[config.mk]
export PLATFORM = sky130hd
export DESIGN_NAME = i2c_master_bit_sequencer
export DESIGN_NICKNAME = d
export VERILOG_FILES = /design/src/design/i2cm_pkg.sv /design/src/design/i2c_master_bit_sequencer.sv /design/src/design/i2cm_core.sv
export SDC_FILE = /design/constraint.sdc
export NUM_CORES = 1
export LEC_CHECK = 0
export ABC_AREA = 1
export ABC_CLOCK_PERIOD_IN_PS = 3700
export BUFFER_PORTS_ARGS = -buffer_cell sky130_fd_sc_hd__buf_4
export CORE_MARGIN = 2
export CORE_UTILIZATION = 36
export DETAILED_ROUTE_END_ITERATION = 8
export SETUP_SLACK_MARGIN = 0.1
export SLEW_MARGIN = 20
export SYNTH_ARGS = -nofsm -noshare
export SYNTH_HDL_FRONTEND = slang
export SYNTH_SLANG_ARGS = --single-unit
[constraint.sdc]
create_clock -name clk -period 3.7 [get_ports clk]
set_input_delay 0.74 -clock clk [delete_from_list [all_inputs] [get_ports clk]]
set_output_delay 0.74 -clock clk [all_outputs]
set_load 0.02 [all_outputs]
[src/design/i2cm_pkg.sv]
`timescale 1ns / 1ps
// ----------------------------------------------------------------------------
// i2cm_pkg
// Shared types, codes and timing constants of the i2c master bit sequencer.
// ----------------------------------------------------------------------------
package i2cm_pkg;

  // command kinds (codes above wait ack behave as tick)
  localparam logic [2:0] KIND_TICK     = 3'd0;
  localparam logic [2:0] KIND_START    = 3'd1;
  localparam logic [2:0] KIND_STOP     = 3'd2;
  localparam logic [2:0] KIND_WRITE    = 3'd3;
  localparam logic [2:0] KIND_READ     = 3'd4;
  localparam logic [2:0] KIND_WAIT_ACK = 3'd5;

  // configuration register indexes
  localparam logic REG_TICKS_PER_US = 1'b0;
  localparam logic REG_ACK_TIMEOUT  = 1'b1;

  // configuration reset values
  localparam logic [7:0] TICKS_PER_US_RESET = 8'd1;
  localparam logic [7:0] ACK_TIMEOUT_RESET  = 8'd250;

  // number of data bits in a byte
  localparam logic [3:0] BYTE_BITS = 4'd8;

  // bus sequencing phases
  typedef enum logic [3:0] {
    PH_IDLE,
    PH_STA_A,
    PH_STA_B,
    PH_STO_A,
    PH_STO_B,
    PH_WA_A,
    PH_WA_B,
    PH_WA_POLL,
    PH_WR_LOW,
    PH_WR_HIGH,
    PH_RD_LOW,
    PH_RD_HIGH,
    PH_RA_LOW,
    PH_RA_HIGH
  } phase_t;

  // one input item
  typedef struct packed {
    logic [2:0] kind;
    logic [7:0] tx_data;
    logic       ack_after_read;
    logic       sda_line;
  } item_t;

  // one result item
  typedef struct packed {
    logic       scl_out;
    logic       sda_out;
    logic       sda_drive;
    logic       busy_res;
    logic       done_res;
    logic [7:0] rx_data;
    logic       no_ack;
    logic       rejected;
  } result_t;

  // hold time of each phase in microseconds
  function automatic logic [3:0] phase_delay(phase_t ph);
    logic [3:0] d;
    case (ph)
      PH_STA_A, PH_STA_B, PH_STO_A, PH_STO_B: d = 4'd4;
      PH_WA_A, PH_WA_B:                       d = 4'd1;
      PH_WR_LOW, PH_WR_HIGH,
      PH_RD_LOW, PH_RD_HIGH:                  d = 4'd5;
      PH_RA_LOW, PH_RA_HIGH:                  d = 4'd2;
      default:                                d = 4'd0;
    endcase
    return d;
  endfunction

endpackage

[src/design/i2c_master_bit_sequencer.sv]
`timescale 1ns / 1ps
// ----------------------------------------------------------------------------
// i2c_master_bit_sequencer
// I2C master bit sequencer: input register, combinational state update, result
// register. Ticks and commands drive SCL/SDA and report status per item.
// Path: an accepted item passes the input register, then the result register,
//   where out_valid rises; a stalled result side holds it in the input register.
// Throughput: one item per cycle while the result side is not stalled; the state update is combinational.
// Reset: synchronous; bus released high with SDA driven, idle, config defaults.
// ----------------------------------------------------------------------------
module i2c_master_bit_sequencer (
  input  logic       clk,
  input  logic       rst,
  // input channel
  input  logic       in_valid,
  output logic       in_stall,
  input  logic [2:0] kind,
  input  logic [7:0] tx_data,
  input  logic       ack_after_read,
  input  logic       sda_line,
  // result channel
  output logic       out_valid,
  input  logic       out_stall,
  output logic       scl_out,
  output logic       sda_out,
  output logic       sda_drive,
  output logic       busy_res,
  output logic       done_res,
  output logic [7:0] rx_data,
  output logic       no_ack,
  output logic       rejected,
  // configuration write channel
  input  logic       cfg_valid,
  output logic       cfg_ready,
  input  logic       cfg_index,
  input  logic [7:0] cfg_data
);
  import i2cm_pkg::*;

  logic       in_full;
  item_t      item_q;
  logic       out_full;
  result_t    res_q;
  result_t    result_next;
  logic       out_free;
  logic       in_fire;
  logic       step;
  logic [7:0] ticks_per_us;
  logic [7:0] ack_timeout;

  // handshake control
  assign out_free  = !out_full || !out_stall;
  assign in_stall  = in_full && !out_free;
  assign in_fire   = in_valid && !in_stall;
  assign step      = in_full && out_free;
  assign cfg_ready = 1'b1;

  // configuration registers
  always_ff @(posedge clk) begin
    if (rst) begin
      ticks_per_us <= TICKS_PER_US_RESET;
      ack_timeout  <= ACK_TIMEOUT_RESET;
    end else if (cfg_valid && cfg_ready) begin
      if (cfg_index == REG_TICKS_PER_US) begin
        ticks_per_us <= cfg_data;
      end else begin
        ack_timeout <= cfg_data;
      end
    end
  end

  // input register
  always_ff @(posedge clk) begin
    if (rst) begin
      in_full <= 1'b0;
    end else if (in_fire) begin
      in_full <= 1'b1;
    end else if (step) begin
      in_full <= 1'b0;
    end
  end

  always_ff @(posedge clk) begin
    if (in_fire) begin
      item_q.kind           <= kind;
      item_q.tx_data        <= tx_data;
      item_q.ack_after_read <= ack_after_read;
      item_q.sda_line       <= sda_line;
    end
  end

  // sequencer state and update
  i2cm_core u_core (
    .clk          (clk),
    .rst          (rst),
    .step         (step),
    .item         (item_q),
    .ticks_per_us (ticks_per_us),
    .ack_timeout  (ack_timeout),
    .result_next  (result_next)
  );

  // result register
  always_ff @(posedge clk) begin
    if (rst) begin
      out_full <= 1'b0;
    end else if (step) begin
      out_full <= 1'b1;
    end else if (!out_stall) begin
      out_full <= 1'b0;
    end
  end

  always_ff @(posedge clk) begin
    if (step) begin
      res_q <= result_next;
    end
  end

  assign out_valid = out_full;
  assign scl_out   = res_q.scl_out;
  assign sda_out   = res_q.sda_out;
  assign sda_drive = res_q.sda_drive;
  assign busy_res  = res_q.busy_res;
  assign done_res  = res_q.done_res;
  assign rx_data   = res_q.rx_data;
  assign no_ack    = res_q.no_ack;
  assign rejected  = res_q.rejected;

`ifndef SYNTHESIS
  // input side only backs up when the result side is stalled
  a_stall_source: assert property (@(posedge clk) disable iff (rst)
    in_stall |-> out_stall)
    else $error("input stalled without output stall");

  // a finished sequence leaves the sequencer idle
  a_done_idle: assert property (@(posedge clk) disable iff (rst)
    (out_valid && done_res) |-> !busy_res)
    else $error("done reported while still busy");

  // a command is only turned away while a sequence runs
  a_reject_busy: assert property (@(posedge clk) disable iff (rst)
    (out_valid && rejected) |-> (busy_res && !done_res))
    else $error("rejected while idle or finishing");

  // a stalled result stays valid
  a_hold_result: assert property (@(posedge clk) disable iff (rst)
    (out_valid && out_stall) |=> out_valid)
    else $error("stalled result dropped");
`endif

endmodule

[src/design/i2cm_core.sv]
`timescale 1ns / 1ps
// ----------------------------------------------------------------------------
// i2cm_core
// Sequencer state and its one-item update: applies a tick or command to the
// bus state and presents the resulting pin levels and status.
// ----------------------------------------------------------------------------
module i2cm_core (
  input  logic             clk,
  input  logic             rst,
  input  logic             step,
  input  i2cm_pkg::item_t  item,
  input  logic [7:0]       ticks_per_us,
  input  logic [7:0]       ack_timeout,
  output i2cm_pkg::result_t result_next
);
  import i2cm_pkg::*;

  phase_t     phase, phase_next;
  logic [3:0] bit_index, bit_index_next;
  logic [7:0] shift_byte, shift_byte_next;
  logic [3:0] us_count, us_count_next;
  logic [7:0] prescale_count, prescale_count_next;
  logic [7:0] poll_count, poll_count_next;
  logic       scl_level, scl_level_next;
  logic       sda_level, sda_level_next;
  logic       sda_enable, sda_enable_next;
  logic [7:0] rx_byte, rx_byte_next;
  logic       read_ack_choice, read_ack_choice_next;
  logic       timeout_flag, timeout_flag_next;

  logic       done;
  logic       rej;
  logic       adv;
  logic [7:0] tpu;
  logic [7:0] pre_inc;
  logic [3:0] us_inc;
  logic [3:0] bit_inc;

  // next state for one item
  always_comb begin
    phase_next           = phase;
    bit_index_next       = bit_index;
    shift_byte_next      = shift_byte;
    us_count_next        = us_count;
    prescale_count_next  = prescale_count;
    poll_count_next      = poll_count;
    scl_level_next       = scl_level;
    sda_level_next       = sda_level;
    sda_enable_next      = sda_enable;
    rx_byte_next         = rx_byte;
    read_ack_choice_next = read_ack_choice;
    timeout_flag_next    = timeout_flag;
    done    = 1'b0;
    rej     = 1'b0;
    adv     = 1'b0;
    tpu     = (ticks_per_us == 8'd0) ? 8'd1 : ticks_per_us;
    pre_inc = prescale_count + 8'd1;
    us_inc  = us_count + 4'd1;
    bit_inc = bit_index + 4'd1;

    if (item.kind == KIND_TICK || item.kind > KIND_WAIT_ACK) begin
      // time step
      if (phase == PH_WA_POLL) begin
        if (!item.sda_line) begin
          scl_level_next      = 1'b0;
          phase_next          = PH_IDLE;
          us_count_next       = 4'd0;
          prescale_count_next = 8'd0;
          done                = 1'b1;
        end else if (poll_count >= ack_timeout) begin
          // timed out: run a stop
          timeout_flag_next   = 1'b1;
          sda_enable_next     = 1'b1;
          scl_level_next      = 1'b0;
          sda_level_next      = 1'b0;
          phase_next          = PH_STO_A;
          us_count_next       = 4'd0;
          prescale_count_next = 8'd0;
        end else begin
          poll_count_next = poll_count + 8'd1;
        end
      end else if (phase != PH_IDLE) begin
        if (pre_inc < tpu) begin
          prescale_count_next = pre_inc;
        end else begin
          prescale_count_next = 8'd0;
          if (us_inc < phase_delay(phase)) begin
            us_count_next = us_inc;
          end else begin
            us_count_next = 4'd0;
            adv           = 1'b1;
          end
        end
      end
    end else if (phase != PH_IDLE) begin
      rej = 1'b1;
    end else begin
      // command from idle
      us_count_next       = 4'd0;
      prescale_count_next = 8'd0;
      case (item.kind)
        KIND_START: begin
          sda_enable_next = 1'b1;
          sda_level_next  = 1'b1;
          scl_level_next  = 1'b1;
          phase_next      = PH_STA_A;
        end
        KIND_STOP: begin
          sda_enable_next = 1'b1;
          scl_level_next  = 1'b0;
          sda_level_next  = 1'b0;
          phase_next      = PH_STO_A;
        end
        KIND_WRITE: begin
          sda_enable_next = 1'b1;
          scl_level_next  = 1'b0;
          bit_index_next  = 4'd0;
          sda_level_next  = item.tx_data[7];
          shift_byte_next = {item.tx_data[6:0], 1'b0};
          phase_next      = PH_WR_LOW;
        end
        KIND_READ: begin
          sda_enable_next      = 1'b0;
          scl_level_next       = 1'b0;
          shift_byte_next      = 8'd0;
          bit_index_next       = 4'd0;
          read_ack_choice_next = item.ack_after_read;
          phase_next           = PH_RD_LOW;
        end
        default: begin
          sda_enable_next   = 1'b0;
          sda_level_next    = 1'b1;
          timeout_flag_next = 1'b0;
          poll_count_next   = 8'd0;
          phase_next        = PH_WA_A;
        end
      endcase
    end

    // end of a timed step
    if (adv) begin
      case (phase)
        PH_STA_A: begin
          sda_level_next = 1'b0;
          phase_next     = PH_STA_B;
        end
        PH_STA_B: begin
          scl_level_next = 1'b0;
          phase_next     = PH_IDLE;
          done           = 1'b1;
        end
        PH_STO_A: begin
          scl_level_next = 1'b1;
          sda_level_next = 1'b1;
          phase_next     = PH_STO_B;
        end
        PH_STO_B: begin
          phase_next = PH_IDLE;
          done       = 1'b1;
        end
        PH_WA_A: begin
          scl_level_next = 1'b1;
          phase_next     = PH_WA_B;
        end
        PH_WA_B: begin
          phase_next = PH_WA_POLL;
        end
        PH_WR_LOW: begin
          scl_level_next = 1'b1;
          phase_next     = PH_WR_HIGH;
        end
        PH_WR_HIGH: begin
          scl_level_next = 1'b0;
          bit_index_next = bit_inc;
          if (bit_inc >= BYTE_BITS) begin
            phase_next = PH_IDLE;
            done       = 1'b1;
          end else begin
            sda_level_next  = shift_byte[7];
            shift_byte_next = {shift_byte[6:0], 1'b0};
            phase_next      = PH_WR_LOW;
          end
        end
        PH_RD_LOW: begin
          scl_level_next  = 1'b1;
          shift_byte_next = {shift_byte[6:0], item.sda_line};
          phase_next      = PH_RD_HIGH;
        end
        PH_RD_HIGH: begin
          bit_index_next = bit_inc;
          scl_level_next = 1'b0;
          if (bit_inc < BYTE_BITS) begin
            phase_next = PH_RD_LOW;
          end else begin
            sda_enable_next = 1'b1;
            sda_level_next  = !read_ack_choice;
            phase_next      = PH_RA_LOW;
          end
        end
        PH_RA_LOW: begin
          scl_level_next = 1'b1;
          phase_next     = PH_RA_HIGH;
        end
        PH_RA_HIGH: begin
          scl_level_next = 1'b0;
          rx_byte_next   = shift_byte;
          phase_next     = PH_IDLE;
          done           = 1'b1;
        end
        default: begin
          phase_next = PH_IDLE;
        end
      endcase
    end
  end

  // result as seen after this item
  always_comb begin
    result_next.scl_out   = scl_level_next;
    result_next.sda_out   = sda_level_next;
    result_next.sda_drive = sda_enable_next;
    result_next.busy_res  = (phase_next != PH_IDLE);
    result_next.done_res  = done;
    result_next.rx_data   = rx_byte_next;
    result_next.no_ack    = timeout_flag_next;
    result_next.rejected  = rej;
  end

  // state registers
  always_ff @(posedge clk) begin
    if (rst) begin
      phase           <= PH_IDLE;
      bit_index       <= 4'd0;
      shift_byte      <= 8'd0;
      us_count        <= 4'd0;
      prescale_count  <= 8'd0;
      poll_count      <= 8'd0;
      scl_level       <= 1'b1;
      sda_level       <= 1'b1;
      sda_enable      <= 1'b1;
      rx_byte         <= 8'd0;
      read_ack_choice <= 1'b0;
      timeout_flag    <= 1'b0;
    end else if (step) begin
      phase           <= phase_next;
      bit_index       <= bit_index_next;
      shift_byte      <= shift_byte_next;
      us_count        <= us_count_next;
      prescale_count  <= prescale_count_next;
      poll_count      <= poll_count_next;
      scl_level       <= scl_level_next;
      sda_level       <= sda_level_next;
      sda_enable      <= sda_enable_next;
      rx_byte         <= rx_byte_next;
      read_ack_choice <= read_ack_choice_next;
      timeout_flag    <= timeout_flag_next;
    end
  end

endmodule

==> qor.txt <==
Slowest Stage Delay on Critical Path = 400 ps
status = complete, no violations
post-CTS setup buffer count = 0
vias per inst = 4.91
fin area = 6110 um^2
TritonCTS buffer count = 9
kind of critical path = reg2reg
Power Density = 433 nW/um^2
WP buf/inv = 2
CTS Buffer Depth = 2
Wirelength per Cell = 13.1 um
worst-margin pin slew = 695 ps
RD Place Congestion = 0.843
ys flop type = dfxtp_1
RSZ-0062 raised after global routing = false
total number of H-tree levels = 3
Die H = 126 um
die width = 126 um
cell leakage power = 0.00280 uW
port bufs = 43
Worst VDD drop = 0.214 mV
CP max stage cell = dfxtp_1
worst hold endpoint = u_core.us_count[3]
Cell variety after synth = 54
Worst-Skew Late Latency = 360 ps
hold depth = 2
WP data required = 3960 ps
Fillers = 1431
worst hold path class = reg2reg
Final Max Tran Viols = 0
final hold violation count = 0
Worst Skew = 8.24 ps
GRT Resource Usage Total = 0.157
DRT Pass-1 Iters = 5
grt met1 use = 0.215
CTS tree = done
number of flops mapped to enable cells by yosys = 28
Via Count = 4479
critical-path cell list = nand3_1, nor2_1, a21oi_1, or2_2, inv_1, ha_1, a21oi_1, nor2_1, a211oi_1, nand2_1, nand2_4, inv_2, o21ai_1, o21ai_1, ha_1, nand3_1, nand2_1
Iteration-0 DRC Markers = 314
setup violators final = 0
first-pass GRT wire length = 20100 um
async set-reset flop share out of synthesis = 0
crit-path max FO = 13
xor and xnor area share after synthesis = 0.0164
Setup crit end kind = flop
post-synthesis net count = 736
total power draw = 2640 uW
Final Critical Period = 3170 ps
worst rel slew slack = 0.533
CTS root buf = clkbuf_16
Psw = 749 uW
Nets = 772
achievable frequency = 0.315 GHz
FF-to-FF path depth = 17
ratio of cells with drive above 1 in the final layout = 0.166
mean post-synth cell area = 7.76 um^2
Synth Area in Adders = 0.0516
Clk pwr share = 0.371
Compound-Gate Fraction of Synth Area = 0.147
Hold Path Origin = u_core.us_count[3]
vias in the first global route = 4222
largest net degree at the start of global routing = 38
Reg power frac = 0.460
synthesized instance count = 687
final period utilization = 0.857
internal power = 1890 uW
CORE AREA = 14500 um^2
crit path DAT = 3430 ps
CTS clock-pin slew for the worst setup and hold paths = 70 ps
Yosys warnings = 0
CP top delay family = simple AND/OR/NAND/NOR gates
diode count = 0
Top Ports = 45
commonest non-fill, non-tap cell in the layout = nand2_1
Critical R2R Launch = u_core.prescale_count[0]
Starting Density = 0.368
Startpoint Class = flop
Register Area = 2240 um^2
commonest cells after routing, fill and taps aside = 116 x nand2_1, 103 x inv_1, 70 x dfxtp_1, 61 x nor2_1
mux share of post-synthesis cell area = 0.00188
Logic pwr share = 0.169
pre-CTS setup slack = 531 ps
GRT overflow = 0
busiest grt layer = met2
Final HPWL DP = 8710 um
met3 usage = 0.0314
multi-input logic area = 2540 um^2
Area Growth Syn to Fin = 14.5%
CTS Sinks = 98
total negative slack = 0 ps
post-route ant nets = 0
Total Routed Length = 11900 um
Setup WS post-layout = 527 ps
Mapped Area = 5330 um^2
CTS resizes = 0
number of synthesized register bits = 98
total of max-cap violations = 0
Post-CTS Hold Fix Bufs = 0
Die ar. = 15800 um^2
initial antenna violation count = 0
DP Area = 5790 um^2
R2R Setup Slk = 530 ps
M2 GR Usage = 0.240
row cnt = 44
largest family of logic cells by synthesized area = simple AND/OR/NAND/NOR gates
DRC = 0
sequential area share after synthesis = 0.421
Post-Synth Simple-Gate Area = 0.257
Net Sw Frac = 0.284
==> metal layers <==
| metal | share of wire | vias up |
|---|---|---|
| met5 | 0 | - |
| met4 | 0.023 | 0 |
| met3 | 0.043 | 17 |
| met2 | 0.45 | 103 |
| met1 | 0.49 | 2031 |
| li1 | - | 2328 |
==> cell usage after synthesis, types with 5 or more instances <==
cell type  number  area, um^2
clkbuf_1       11        41.3
o21ai_1        15        75.1
nor2_1         62         233
xor2_1          8        70.1
inv_2          11        41.3
inv_1         103         387
nand3_1        53         265
o21ai_0        33         165
nor3_1          5        25.0
o211ai_1        9        67.6
dfxtp_1        70        1400
a21oi_1        53         265
edfxtp_1       28         841
nand2_2        14        87.6
o21ai_2         8        70.1
nand4_1         9        56.3
nand2_1       116         435
ha_1           22         275
==> cell type report <==
cell class | count | area share
inverters | 118 | 0.0740
multi-input cells | 452 | 0.416
well taps | 184 | 0.0377
flip-flops and latches | 98 | 0.367
repair buffers | 44 | 0.0541
clock inverters | 6 | 0.0102
clock buffers | 10 | 0.0410
==> power by group through the flow <==
| stage | registers (uW) | logic (uW) | clock network (uW) |
|---|---|---|---|
| after floorplan | 1240 | 321 | 0 |
| after global placement | 1240 | 436 | 0 |
| after detailed placement | 1240 | 446 | 0 |
| after CTS | 1210 | 448 | 1000 |
| after global routing | 1220 | 509 | 1050 |
| final | 1210 | 447 | 982 |
==> registers in the layout (all words and copies together) (netlist names), 4 cells and up, named ones only <==
| signal | flops |
|---|---|
| u_core.rx_byte | 8 |
| ticks_per_us | 8 |
| u_core.shift_byte | 8 |
| u_core.us_count | 4 |
| u_core.poll_count | 8 |
| u_core.bit_index | 4 |
| item_q | 13 |
| ack_timeout | 8 |
| rx_data | 8 |
| u_core.prescale_count | 8 |
| u_core.phase | 4 |
==> tightest hold or removal path: stages (launching register included) <==
cell and delay [ps]:
dfxtp_1 330, nand2_1 60, nor2_1 30
==> metrics by stage <==
| step | instances | hold slack, ps | util |
|---|---|---|---|
| after global routing | 912 | 497 | 0.422 |
| after detailed placement | 896 | 453 | 0.400 |
| final | 912 | 462 | 0.422 |
| after floorplan | 687 | 430 | - |
| after CTS | 912 | 464 | 0.422 |
| after global placement | 896 | 447 | 0.400 |
==> kinds of logic after synthesis <==
family | count (synthesis)
compound gates | 134
xor+xnor | 10
fa+ha+maj | 22
buf+inv | 137
flops | 98
mux | 1
other cells | 1
simple gates | 284
==> worst max path at each step <==
| stage | start | endpoint | slack (ps) | depth (start not counted) |
|---|---|---|---|---|
| global placement | u_core.prescale_count[2] | flop | 650 | 17 |
| finish | u_core.prescale_count[0] | flop | 530 | 17 |
| global route | u_core.prescale_count[0] | flop | 120 | 20 |
| floorplan | u_core.prescale_count[2] | flop | 880 | 18 |
| detailed placement | u_core.prescale_count[0] | flop | 530 | 17 |
| CTS | u_core.prescale_count[0] | flop | 520 | 17 |
No activity file was read; power rests on OpenSTA's default activity.
